### src/hw/rtl/yrp_pkg.sv
// shared types and constants for the yaw-rate pid controller
// no dependencies
`default_nettype none
package yrp_pkg;

	localparam int unsigned RateW  = 24;
	localparam int unsigned ErrW   = 25;
	localparam int unsigned DtW    = 16;
	localparam int unsigned GainW  = 24;
	localparam int unsigned AccW   = 32;
	localparam int unsigned OpW    = 33;
	localparam int unsigned ProdW  = 57;
	localparam int unsigned SumW   = 59;
	localparam int unsigned QuoW   = 41;
	localparam int unsigned CfgIdxW = 3;
	localparam int unsigned CfgDataW = 32;

	typedef enum logic [2:0] {
		REG_PROP_GAIN  = 3'd0,
		REG_INTEG_GAIN = 3'd1,
		REG_DERIV_GAIN = 3'd2,
		REG_DEADBAND   = 3'd3,
		REG_INT_LIMIT  = 3'd4,
		REG_MOM_LIMIT  = 3'd5
	} reg_idx_t;

	typedef enum logic [3:0] {
		ST_IDLE,
		ST_ERR,
		ST_DIV,
		ST_MUL_INC,
		ST_CAND,
		ST_MUL_P,
		ST_MUL_D,
		ST_MUL_IN,
		ST_MUL_IO,
		ST_SUM,
		ST_DEC,
		ST_OUT,
		ST_REJ
	} state_t;

endpackage
`default_nettype wire

### src/hw/rtl/yaw_rate_pid_antiwindup.sv
// yaw-rate pid controller with conditional-integration anti-windup, top level
// sequencer, registers and state; uses yrp_pkg, yrp_serial_div, yrp_serial_mul
//
// channel  direction  handshake            payload
// in       sink       in_valid/in_stall    desired_rate, measured_rate, step_time
// out      source     out_valid/out_stall  yaw_moment, rejected
// cfg      sink       cfg_valid/cfg_ready  cfg_index, cfg_data
//
// a beat runs through the error, the serial divider (derivative) and five serial
// multiplies, one after another; the next beat is taken only after its result has
// gone to the output register. a rejected beat skips that work and only waits for
// the output slot.
// reset clears config, state and control; in_stall is high while a beat is
// in work, and the result waits in the output register while out_stall is high.
`default_nettype none
module yaw_rate_pid_antiwindup
	import yrp_pkg::*;
(
	input  wire logic                     clk,
	input  wire logic                     arst_n,
	input  wire logic                     in_valid,
	output logic                          in_stall,
	input  wire logic signed [RateW-1:0]  desired_rate,
	input  wire logic signed [RateW-1:0]  measured_rate,
	input  wire logic [DtW-1:0]           step_time,
	output logic                          out_valid,
	input  wire logic                     out_stall,
	output logic signed [31:0]            yaw_moment,
	output logic                          rejected,
	input  wire logic                     cfg_valid,
	output logic                          cfg_ready,
	input  wire logic [CfgIdxW-1:0]       cfg_index,
	input  wire logic [CfgDataW-1:0]      cfg_data
);

	state_t state_q, state_d;

	logic [GainW-1:0] prop_gain_q, integ_gain_q, deriv_gain_q;
	logic [22:0]      deadband_q;
	logic [30:0]      int_limit_q, mom_limit_q;

	logic signed [RateW-1:0] last_meas_q;
	logic                    have_prev_q;
	logic signed [AccW-1:0]  integ_q;

	logic signed [RateW-1:0] des_q, meas_q;
	logic [DtW-1:0]          dt_q;
	logic signed [ErrW-1:0]  err_q;
	logic                    diff_pos_q;
	logic signed [AccW-1:0]  deriv_q;
	logic signed [AccW-1:0]  cand_q;
	logic signed [33:0]      cand_wide_q;
	logic signed [SumW-1:0]  base_q, p_new_q, p_old_q, s_new_q, s_old_q;
	logic signed [31:0]      result_q;
	logic signed [31:0]      out_moment_q;
	logic                    out_rej_q;
	logic                    out_valid_q;

	logic                    mul_start, mul_done, div_start, div_done;
	logic signed [OpW-1:0]   mul_a;
	logic [GainW-1:0]        mul_b;
	logic signed [ProdW-1:0] mul_p;
	logic [QuoW-1:0]         quo;
	logic [QuoW-1:0]         dividend;

	logic in_acc, slot_free, in_rej;
	logic signed [ErrW-1:0] e_raw, db_ext, d_raw;
	logic [ErrW-1:0]        d_mag;
	logic signed [33:0]     lim34;
	logic signed [42:0]     c_new, c_sel, mlim43;
	logic                   sat_hi, sat_lo, take_new;

	assign in_acc    = in_valid && !in_stall;
	assign slot_free = !out_valid_q || !out_stall;
	assign in_rej    = (step_time == '0) || (mom_limit_q == '0);
	assign cfg_ready = 1'b1;

	// next state
	always_comb begin
		state_d = state_q;
		case (state_q)
			ST_IDLE:    if (in_acc) state_d = in_rej ? ST_REJ : ST_ERR;
			ST_ERR:     state_d = ST_DIV;
			ST_DIV:     if (div_done) state_d = ST_MUL_INC;
			ST_MUL_INC: if (mul_done) state_d = ST_CAND;
			ST_CAND:    state_d = ST_MUL_P;
			ST_MUL_P:   if (mul_done) state_d = ST_MUL_D;
			ST_MUL_D:   if (mul_done) state_d = ST_MUL_IN;
			ST_MUL_IN:  if (mul_done) state_d = ST_MUL_IO;
			ST_MUL_IO:  if (mul_done) state_d = ST_SUM;
			ST_SUM:     state_d = ST_DEC;
			ST_DEC:     state_d = ST_OUT;
			ST_OUT:     if (slot_free) state_d = ST_IDLE;
			ST_REJ:     if (slot_free) state_d = ST_IDLE;
			default:    state_d = ST_IDLE;
		endcase
	end

	// outputs of the sequencer: unit starts and multiplier operands
	always_comb begin
		in_stall  = (state_q != ST_IDLE);
		div_start = (state_q == ST_ERR);
		mul_start = 1'b0;
		mul_a     = '0;
		mul_b     = '0;
		case (state_d)
			ST_MUL_INC: begin
				mul_start = (state_q != ST_MUL_INC);
				mul_a = OpW'(err_q);
				mul_b = GainW'(dt_q);
			end
			ST_MUL_P: begin
				mul_start = (state_q != ST_MUL_P);
				mul_a = OpW'(err_q);
				mul_b = prop_gain_q;
			end
			ST_MUL_D: begin
				mul_start = (state_q != ST_MUL_D);
				mul_a = OpW'(deriv_q);
				mul_b = deriv_gain_q;
			end
			ST_MUL_IN: begin
				mul_start = (state_q != ST_MUL_IN);
				mul_a = OpW'(cand_q);
				mul_b = integ_gain_q;
			end
			ST_MUL_IO: begin
				mul_start = (state_q != ST_MUL_IO);
				mul_a = OpW'(integ_q);
				mul_b = integ_gain_q;
			end
			default: begin
				mul_start = 1'b0;
			end
		endcase
	end

	yrp_serial_mul u_mul (
		.clk    (clk),
		.arst_n (arst_n),
		.start  (mul_start),
		.a      (mul_a),
		.b      (mul_b),
		.done   (mul_done),
		.prod   (mul_p)
	);

	yrp_serial_div u_div (
		.clk      (clk),
		.arst_n   (arst_n),
		.start    (div_start),
		.dividend (dividend),
		.divisor  (dt_q),
		.done     (div_done),
		.quotient (quo)
	);

	// error with deadband and measurement difference
	always_comb begin
		e_raw  = ErrW'(des_q) - ErrW'(meas_q);
		db_ext = ErrW'(deadband_q);
		d_raw  = ErrW'(meas_q) - ErrW'(last_meas_q);
		d_mag  = d_raw[ErrW-1] ? ErrW'(-d_raw) : d_raw;
	end

	// divider loads the scaled difference magnitude while the error is formed
	assign dividend = {d_mag, 16'h0000};

	// saturation decision on the Q23.8 candidate
	always_comb begin
		lim34    = 34'(int_limit_q);
		mlim43   = 43'(mom_limit_q);
		c_new    = s_new_q[SumW-1:16];
		sat_hi   = c_new > mlim43;
		sat_lo   = c_new < -mlim43;
		take_new = (!sat_hi && !sat_lo) || (sat_hi && err_q < 0) || (sat_lo && err_q > 0);
		c_sel    = take_new ? c_new : s_old_q[SumW-1:16];
	end

	always_ff @(posedge clk or negedge arst_n) begin
		if (!arst_n) begin
			state_q      <= ST_IDLE;
			prop_gain_q  <= '0;
			integ_gain_q <= '0;
			deriv_gain_q <= '0;
			deadband_q   <= '0;
			int_limit_q  <= '0;
			mom_limit_q  <= '0;
			last_meas_q  <= '0;
			have_prev_q  <= 1'b0;
			integ_q      <= '0;
			out_valid_q  <= 1'b0;
		end else begin
			state_q <= state_d;
			if (cfg_valid && cfg_ready) begin
				case (cfg_index)
					REG_PROP_GAIN:  prop_gain_q  <= cfg_data[GainW-1:0];
					REG_INTEG_GAIN: integ_gain_q <= cfg_data[GainW-1:0];
					REG_DERIV_GAIN: deriv_gain_q <= cfg_data[GainW-1:0];
					REG_DEADBAND:   deadband_q   <= cfg_data[22:0];
					REG_INT_LIMIT:  int_limit_q  <= cfg_data[30:0];
					REG_MOM_LIMIT:  mom_limit_q  <= cfg_data[30:0];
					default: ;
				endcase
			end
			if ((state_q == ST_OUT || state_q == ST_REJ) && slot_free)
				out_valid_q <= 1'b1;
			else if (!out_stall)
				out_valid_q <= 1'b0;
			if (state_q == ST_DEC && take_new)
				integ_q <= cand_q;
			if (state_q == ST_OUT && slot_free) begin
				last_meas_q <= meas_q;
				have_prev_q <= 1'b1;
			end
			if (state_q == ST_REJ && slot_free)
				have_prev_q <= 1'b0;
		end
	end

	always_ff @(posedge clk) begin
		if (in_acc) begin
			des_q  <= desired_rate;
			meas_q <= measured_rate;
			dt_q   <= step_time;
		end
		if (state_q == ST_ERR) begin
			if (e_raw > db_ext)
				err_q <= e_raw - db_ext;
			else if (e_raw < -db_ext)
				err_q <= e_raw + db_ext;
			else
				err_q <= '0;
			diff_pos_q <= !d_raw[ErrW-1] && (d_raw != '0);
		end
		if (state_q == ST_DIV && div_done) begin
			if (!have_prev_q)
				deriv_q <= '0;
			else if (diff_pos_q)
				deriv_q <= (quo > QuoW'(33'h0_8000_0000)) ? 32'sh8000_0000 : -$signed(quo[31:0]);
			else
				deriv_q <= (quo > QuoW'(32'h7FFF_FFFF)) ? 32'sh7FFF_FFFF : $signed(quo[31:0]);
		end
		if (state_q == ST_MUL_INC && mul_done)
			cand_wide_q <= 34'(integ_q) + $signed(mul_p[49:16]);
		if (state_q == ST_CAND) begin
			if (cand_wide_q > lim34)
				cand_q <= lim34[AccW-1:0];
			else if (cand_wide_q < -lim34)
				cand_q <= AccW'(-lim34);
			else
				cand_q <= cand_wide_q[AccW-1:0];
		end
		if (state_q == ST_MUL_P && mul_done)
			base_q <= SumW'(mul_p);
		if (state_q == ST_MUL_D && mul_done)
			base_q <= base_q + SumW'(mul_p);
		if (state_q == ST_MUL_IN && mul_done)
			p_new_q <= SumW'(mul_p);
		if (state_q == ST_MUL_IO && mul_done)
			p_old_q <= SumW'(mul_p);
		if (state_q == ST_SUM) begin
			s_new_q <= base_q + p_new_q;
			s_old_q <= base_q + p_old_q;
		end
		if (state_q == ST_DEC) begin
			if (c_sel > mlim43)
				result_q <= mlim43[31:0];
			else if (c_sel < -mlim43)
				result_q <= 32'(-mlim43);
			else
				result_q <= c_sel[31:0];
		end
		if (state_q == ST_OUT && slot_free) begin
			out_moment_q <= result_q;
			out_rej_q    <= 1'b0;
		end
		if (state_q == ST_REJ && slot_free) begin
			out_moment_q <= '0;
			out_rej_q    <= 1'b1;
		end
	end

	assign out_valid  = out_valid_q;
	assign yaw_moment = out_moment_q;
	assign rejected   = out_rej_q;

endmodule
`default_nettype wire

### src/hw/rtl/yrp_serial_mul.sv
// bit-serial shift-add multiplier: signed operand times unsigned operand
// one bit of the unsigned operand per cycle; uses yrp_pkg
`default_nettype none
module yrp_serial_mul
	import yrp_pkg::*;
(
	input  wire logic                    clk,
	input  wire logic                    arst_n,
	input  wire logic                    start,
	input  wire logic signed [OpW-1:0]   a,
	input  wire logic [GainW-1:0]        b,
	output logic                         done,
	output logic signed [ProdW-1:0]      prod
);

	logic signed [ProdW-1:0] a_q;
	logic signed [ProdW-1:0] acc_q;
	logic [GainW-1:0]        b_q;
	logic [4:0]              cnt_q;
	logic                    busy_q;
	logic                    done_q;

	always_ff @(posedge clk or negedge arst_n) begin
		if (!arst_n) begin
			busy_q <= 1'b0;
			done_q <= 1'b0;
			cnt_q  <= '0;
		end else begin
			done_q <= 1'b0;
			if (start) begin
				busy_q <= 1'b1;
				cnt_q  <= '0;
			end else if (busy_q) begin
				cnt_q <= cnt_q + 5'd1;
				if (cnt_q == 5'(GainW - 1)) begin
					busy_q <= 1'b0;
					done_q <= 1'b1;
				end
			end
		end
	end

	always_ff @(posedge clk) begin
		if (start) begin
			a_q   <= ProdW'(a);
			b_q   <= b;
			acc_q <= '0;
		end else if (busy_q) begin
			if (b_q[0])
				acc_q <= acc_q + a_q;
			a_q <= a_q <<< 1;
			b_q <= b_q >> 1;
		end
	end

	assign done = done_q;
	assign prod = acc_q;

endmodule
`default_nettype wire

### src/hw/rtl/yrp_serial_div.sv
// restoring divider, one quotient bit per cycle
// unsigned 41-bit dividend over 16-bit divisor; uses yrp_pkg
`default_nettype none
module yrp_serial_div
	import yrp_pkg::*;
(
	input  wire logic               clk,
	input  wire logic               arst_n,
	input  wire logic               start,
	input  wire logic [QuoW-1:0]    dividend,
	input  wire logic [DtW-1:0]     divisor,
	output logic                    done,
	output logic [QuoW-1:0]         quotient
);

	logic [QuoW-1:0] quo_q;
	logic [DtW-1:0]  rem_q;
	logic [DtW-1:0]  dvs_q;
	logic [5:0]      cnt_q;
	logic            busy_q;
	logic            done_q;
	logic [DtW+1:0]  trial;

	// shifted remainder minus divisor, top bit is the borrow
	assign trial = {1'b0, rem_q, quo_q[QuoW-1]} - {2'b00, dvs_q};

	always_ff @(posedge clk or negedge arst_n) begin
		if (!arst_n) begin
			busy_q <= 1'b0;
			done_q <= 1'b0;
			cnt_q  <= '0;
		end else begin
			done_q <= 1'b0;
			if (start) begin
				busy_q <= 1'b1;
				cnt_q  <= '0;
			end else if (busy_q) begin
				cnt_q <= cnt_q + 6'd1;
				if (cnt_q == 6'(QuoW - 1)) begin
					busy_q <= 1'b0;
					done_q <= 1'b1;
				end
			end
		end
	end

	always_ff @(posedge clk) begin
		if (start) begin
			quo_q <= dividend;
			rem_q <= '0;
			dvs_q <= divisor;
		end else if (busy_q) begin
			if (trial[DtW+1]) begin
				rem_q <= {rem_q[DtW-2:0], quo_q[QuoW-1]};
				quo_q <= {quo_q[QuoW-2:0], 1'b0};
			end else begin
				rem_q <= trial[DtW-1:0];
				quo_q <= {quo_q[QuoW-2:0], 1'b1};
			end
		end
	end

	assign done     = done_q;
	assign quotient = quo_q;

endmodule
`default_nettype wire
### config.mk
export PLATFORM = sky130hd
export DESIGN_NAME = yaw_rate_pid_antiwindup
export DESIGN_NICKNAME = d
export VERILOG_FILES = /design/src/hw/rtl/yrp_pkg.sv /design/src/hw/rtl/yaw_rate_pid_antiwindup.sv /design/src/hw/rtl/yrp_serial_mul.sv /design/src/hw/rtl/yrp_serial_div.sv
export SDC_FILE = /design/constraint.sdc
export NUM_CORES = 2
export LEC_CHECK = 0
export BUFFER_PORTS_ARGS = -buffer_cell sky130_fd_sc_hd__buf_2
export CAP_MARGIN = 30
export CELL_PAD_IN_SITES_DETAIL_PLACEMENT = 1
export CELL_PAD_IN_SITES_GLOBAL_PLACEMENT = 2
export CORE_MARGIN = 4
export CORE_UTILIZATION = 43
export CTS_CLUSTER_SIZE = 24
export DETAILED_ROUTE_END_ITERATION = 7
export GPL_TIMING_DRIVEN = 0
export PLACE_DENSITY_LB_ADDON = 0.05
export REMOVE_ABC_BUFFERS = 1
export SYNTH_ARGS = -nofsm -noshare
export SYNTH_HDL_FRONTEND = slang
export SYNTH_HIERARCHICAL = 1
export SYNTH_SLANG_ARGS = --single-unit
### constraint.sdc
create_clock -name clk -period 25.9 [get_ports clk]
set_input_delay 1.295 -clock clk [delete_from_list [all_inputs] [get_ports clk]]
set_output_delay 1.295 -clock clk [all_outputs]
set_load 0.005 [all_outputs]
* Word-level counts from Yosys, hierarchy flattened
Index checks and enable logic that the tools add are counted. W data, S select, Z words.
Storage, ports and cells: bits in registers 989, latch bits 0, bits in writable memories 0, memory bits (read-only) 0, bits of input ports 104, output and inout port bits 36, memories 0
Cells by class: add/sub/neg operators 17, $mul 0, divide/modulo/power cells 0, order comparisons 12, eq/ne operators 30, shift-type cells 0, muxes and demuxes 54, bitwise gates (word level) 0, reduce and logical (&&, ||, !) cells 46
Operators with widths (number):
- $add A59 B57 Y59 | 3
- $mux W32 | 5
- $pmux W33 S4 | 1
- $mux W59 | 2
- $mux W57 | 2
- $pmux W24 S4 | 1
- $gt A43 B32 Y1 | 2
- $lt A43 B43 Y1 | 2
- $mux W41 | 2
- $mux W25 | 3
- $mux W31 | 2
- $add A57 B57 Y57 | 1
- $sub A24 B24 Y25 | 2
- $mux W24 | 2
- $pmux W4 S12 | 1
- $mux W43 | 1
- $neg A31 Y43 | 1
- $gt A41 B31 Y1 const B | 1
- $gt A41 B32 Y1 const B | 1
- $mux W4 | 9
- $add A32 B34 Y34 | 1
- $gt A34 B32 Y1 | 1
- $lt A34 B34 Y1 | 1
- $neg A31 Y34 | 1
- other kinds (42) | 111

* Depth between registers and ports, before layout
depth in word-level cells 10, mapped depth 45, depth with buffers taken out 35

* By module
The synthesis kept the hierarchy.
Modules (own cells, without submodules):
- yaw_rate_pid_antiwindup | instances 1, cells each 5022, area an instance 49726.4 um^2, seq. area each 20524.7 um^2
- yrp_serial_mul | instances 1, cells each 966, area an instance 9042.4 um^2, seq. area each 3748.6 um^2
- yrp_serial_div | instances 1, cells each 343, area an instance 4166.5 um^2, seq. area each 2232.1 um^2

* Least setup slack after synthesis
OpenSTA, ideal clock, no wires.
path type register to register, from register mom_limit_q[14], to register result_q[7], data pin, arrival time 9.130 ns, path slack 16.515 ns, stages on the path, launching flop included 42, path buffers 8, clock period less this slack 9.385 ns, cells stage by stage dfrtp_1 -> or4_1 -> or4_1 -> or2_2 -> or4_1 -> clkbuf_1 -> nor2_1 -> ha_1 -> a21o_1 -> a21o_1 -> a21o_1 -> a21o_1 -> a31oi_1 -> nand2_1 -> or4b_1 -> buf_2 -> a221oi_1 -> or2_1 -> (+6 left out) -> nor2b_1 -> o21a_1 -> o21a_1 -> o21a_1 -> o21ai_0 -> nand2b_1 -> a21oi_1 -> nor2b_1 -> o211ai_1 -> a21oi_1 -> a211o_1 -> a311oi_2 -> o211a_1 -> buf_4 -> o21ai_1 -> buf_2 -> a21o_1 -> a31o_1
Between the ends: cells in the longest elaborated chain, start to end 10
Ends and longest elaborated chain:
- from (decl) | RTL line yaw_rate_pid_antiwindup.sv:40 | logic [30:0] int_limit_q, mom_limit_q;
- from (signal assigned) | RTL line yaw_rate_pid_antiwindup.sv:202 | REG_MOM_LIMIT: mom_limit_q <= cfg_data[30:0];
- $neg A31 Y43
- $lt A43 B43 Y1 | RTL line yaw_rate_pid_antiwindup.sv:175 | sat_lo = c_new < -mlim43;
- $logic_not A1 Y1 | RTL line yaw_rate_pid_antiwindup.sv:176 | take_new = (!sat_hi && !sat_lo) || (sat_hi && err_q < 0) || (sat_lo && err_q > 0);
- $logic_and A1 B1 Y1 | RTL line yaw_rate_pid_antiwindup.sv:176
- $logic_or A1 B1 Y1 (2 in a row) | RTL line yaw_rate_pid_antiwindup.sv:176
- $mux W43 | RTL line yaw_rate_pid_antiwindup.sv:177 | c_sel = take_new ? c_new : s_old_q[SumW-1:16];
- $lt A43 B43 Y1 | RTL line yaw_rate_pid_antiwindup.sv:269 | else if (c_sel < -mlim43)
- $mux W32 | RTL line yaw_rate_pid_antiwindup.sv:269
- $mux W31 * | RTL line yaw_rate_pid_antiwindup.sv:267 | if (c_sel > mlim43)
- to (signal assigned) | RTL line yaw_rate_pid_antiwindup.sv:268 | result_q <= mlim43[31:0];
- to (signal assigned) | RTL line yaw_rate_pid_antiwindup.sv:270 | result_q <= 32'(-mlim43);
- to (signal assigned) | RTL line yaw_rate_pid_antiwindup.sv:272 | result_q <= c_sel[31:0];
- to (decl) | RTL line yaw_rate_pid_antiwindup.sv:54 | logic signed [31:0] result_q;
Mark *: on every way between the ends. The rest lies on a longest branch, timed or not. A chain may end at the register's enable or synchronous reset.

* Worst setup path after layout
from register mom_limit_q[13], to register result_q[30], data pin
Between the ends: cells in the longest elaborated chain, start to end 10
Ends and longest elaborated chain (RTL line):
- $neg A31 Y43 | yaw_rate_pid_antiwindup.sv:270
- $lt A43 B43 Y1 | yaw_rate_pid_antiwindup.sv:175
- $logic_not A1 Y1 | yaw_rate_pid_antiwindup.sv:176
- $logic_and A1 B1 Y1 | yaw_rate_pid_antiwindup.sv:176
- $logic_or A1 B1 Y1 (2 in a row) | yaw_rate_pid_antiwindup.sv:176
- $mux W43 | yaw_rate_pid_antiwindup.sv:177
- $lt A43 B43 Y1 | yaw_rate_pid_antiwindup.sv:269
- $mux W32 | yaw_rate_pid_antiwindup.sv:269
- $mux W31 * | yaw_rate_pid_antiwindup.sv:267
Marks and branches as above.

==> metrics.yaml <==
outcome: "finished with violations"
violations: "DRC"
grt_pass1_vias: 51200
area_growth_pct: 12.1
gr-usage-all-layers_pct: 26.5
slowest_delay_ns: 0.78
clk_path_buf_depth: 3
cts_resized: 0
maxSlewHeadroom_pct: 34.1
grt_setup_unrepaired: "false"
synth_simple_gate_area_share_pct: 14.2
gp_congestion: 0.863
drtAntennaViolNets: 0
syn_area_um2: 62900
r2r_start: "mom_limit_q[13]$_DFFE_PN0P_"
p_sw_w: 0.00326
dp_hpwl_mm: 157
async_flop_share_pct: 24.5
wire_per_inst_um: 24.2
ys_ff_latch: 957
synth_cell_type_count: 111
critPathArrivalTime_ns: 12.29
drc: 9
synth_top_area_share_pct: 29.4
crit_path_start: "mom_limit_q[13]$_DFFE_PN0P_"
grt_overflow: 0
power_w: 0.00786
drive_gt1_share_pct: 12.6
fillers: 16000
leakagePower_nw: 29.0
synth_xor_area_share_pct: 4.94
vias: 49700
p_int_w: 0.00460
rows: 140
finalCriticalPeriod_ns: 11.81
yosysTopAreaCell: "edfxtp_1"
grt_pass1_wl_mm: 315
slew_violations: 0
coreArea_um2: 146000
synth_top_family_by_area: "compound AO/OA/AOI/OAI gates"
clkLatencyLatePin_ns: 0.74
cts_tree: "yes"
io_buffers: 137
cp-end-kind: "register"
worst_ep_required_time_ns: 26.38
synth_edf_count: 617
critPathKind: "reg2reg"
cp_max_fo: 45
slowest_stage: "or4_1"
fp.dieH_um: 391
switching_share_pct: 41.5
min-delay-start: "rejected$_SDFFE_PP1P_"
ios: 140
first_iter_violations: 2751
finalSetupTns_ns: 0
finalWirelength_mm: 205
power_density_nw_per_um2: 111
timing_hold_violations_final: 0
critPathLaunchType: "register"
hp-class: "reg2reg"
drv_cap: 0
grt_max_degree: 109
die_area_um2: 153000
vdd_ir_drop_max_v: 0.0000743
dieWidth_um: 391
synth-adder-area-share_pct: 12.3
dr.pass1.iters: 8
ys_seq_area_share_pct: 42.1
avgViaCountPerCell: 5.88
final.period_utilization_pct: 45.6
start_util_pct: 43.2
clock_skew_ns: 0.0242
cts-root-buf: "clkbuf_16"
cts_buffers: 114
post_cts_buffers: 0
synthTopCellsByArea: "edfxtp_1 29%, ha_1 12%, dfrtp_1 9.3%, mux2_2 5.2%, a21oi_1 3.9%"
post-place-cells: 8233
cts-htree-levels: 3
post_dp_cell_area_um2: 66600
fmax_ghz: 0.0847
syn_avg_cell_area_um2: 9.94
tightest_slew_ns: 0.986
path_clk_slew_ns: 0.06
synthMuxAreaShare_pct: 5.95
comb_power_share_pct: 45.8
setup_viol: 0
final_common_cell: "edfxtp_1"
yosysWarnings: 6
cp_common_cell: "o21a_1"
synthCells: 6331
synth-compound-area-share_pct: 16.7
synthFlopType: "edfxtp_1"
p_seq_share_pct: 32.7
layout_common_cells: "617 x edfxtp_1, 606 x nand2_1, 601 x ha_1"
layout.cells.non_filler: 8455
cts_num_sinks: 957
power.share.clock_pct: 21.4
antenna_found_initial: 14
design_area_um2: 70500
ctsHoldBuffers: 0
final_nets: 7146
utilization_pct: 48.5
## area by class of cell
class                   instances  area (um2)  share of cell area (%)
clock buffers                 148        3200                    4.54
diodes                          3        7.51                  0.0106
inverters                     357        1340                    1.90
repair buffers                222        2070                    2.93
multi-input cells            4781       34300                    48.6
clock inverters                70         706                    1.00
well taps                    1917        2400                    3.40
flip-flops and latches        957       26500                    37.6
## flip-flops by register name, summed over array words and instances (netlist names), 25 cells and up
name / count
u_mul/a_q: 57
base_q: 59
p_new_q: 57
s_old_q: 43
integ_q: 32
err_q: 25
yaw_moment: 32
u_div/quotient: 41
p_old_q: 57
mom_limit_q: 31
result_q: 32
int_limit_q: 31
u_mul/prod: 57
cand_q: 32
cand_wide_q: 34
deriv_q: 32
s_new_q: 43
## power groups by stage
stage          combinational (W)  sequential [W]  clock [W]
6_report                 0.00360         0.00257    0.00168
5_1_grt                  0.00403         0.00261    0.00179
4_1_cts                  0.00361         0.00258    0.00173
3_5_place_dp             0.00358         0.00260          0
3_3_place_gp             0.00344         0.00261          0
2_1_floorplan            0.00263         0.00237          0
## cells in the mapped netlist (16+ instances only)
master,instances
nor2b_1,83
dfrtp_1,234
mux2i_1,46
buf_2,29
clkbuf_1,189
o21ai_0,350
a222oi_1,48
edfxtp_1,617
xor2_1,102
nor4_1,61
mux2_2,288
nand2b_1,66
o21a_1,107
nor2_1,397
and3_1,43
and4_1,16
buf_1,18
a221oi_1,40
dfxtp_1,106
a211oi_1,42
or4_1,26
a21o_1,145
inv_1,355
ha_1,601
or3_1,76
a21oi_1,496
o31ai_1,45
nor3_1,125
o211ai_1,27
nand2_1,607
nand3_1,91
and2_1,32
or2_2,30
nand3b_1,19
o21bai_1,40
xnor2_1,246
nand4_1,109
a31oi_1,84
## layer usage
metal | track usage [%] | up-vias | wire [um]
met3 | 3.05 | 268 | 7290
met2 | 47.2 | 811 | 103000
met4 | 7.48 | 2 | 5930
li1 | - | 23600 | -
met5 | 0 | - | 15
met1 | 34.0 | 25000 | 88900
## worst paths after layout
check                                                   end  slack, ns  cells past startpoint
worst max-delay path                 result_q[30]$_DFFE_PP_      14.09                     35
worst min-delay path                  rejected$_SDFFE_PP1P_       0.45                      1
worst max register to register       result_q[30]$_DFFE_PP_      14.09                     35
worst min register to register        rejected$_SDFFE_PP1P_       0.45                      1
max in group asynchronous       mom_limit_q[30]$_DFFE_PN0P_      24.33                      2
min in group asynchronous       last_meas_q[17]$_DFFE_PN0P_       0.48                      1
## through the flow
| stage | hold WS, ns | setup WS, ns |
|---|---|---|
| after floorplan | 0.427 | 13.63 |
| after global placement | 0.431 | 3.94 |
| after detailed placement | 0.442 | 13.71 |
| after CTS | 0.452 | 13.65 |
| after global routing | 0.477 | 13.37 |
| final | 0.450 | 14.09 |
## critical path, delay by kind of cell (launching register included)
family	cells	cell delay (ns)
AO/OA/AOI/OAI	19	4.31
adder cells (fa/ha/maj)	2	0.62
buffers and inverters	2	0.53
flip-flops	1	0.49
multiplexers	1	0.45
AND/OR/NAND/NOR	11	5.08
## cell families (layout without fill, tap and decap cells)
family / count (synthesis) / in the layout
compound gates: 1632 / 1632
other cells: 2 / 20
xor+xnor: 351 / 351
simple gates: 1831 / 1831
buf+inv: 608 / 797
mux: 337 / 337
flops: 957 / 957
fa+ha+maj: 613 / 613
Note: power is estimated with default switching activity, not from simulation.
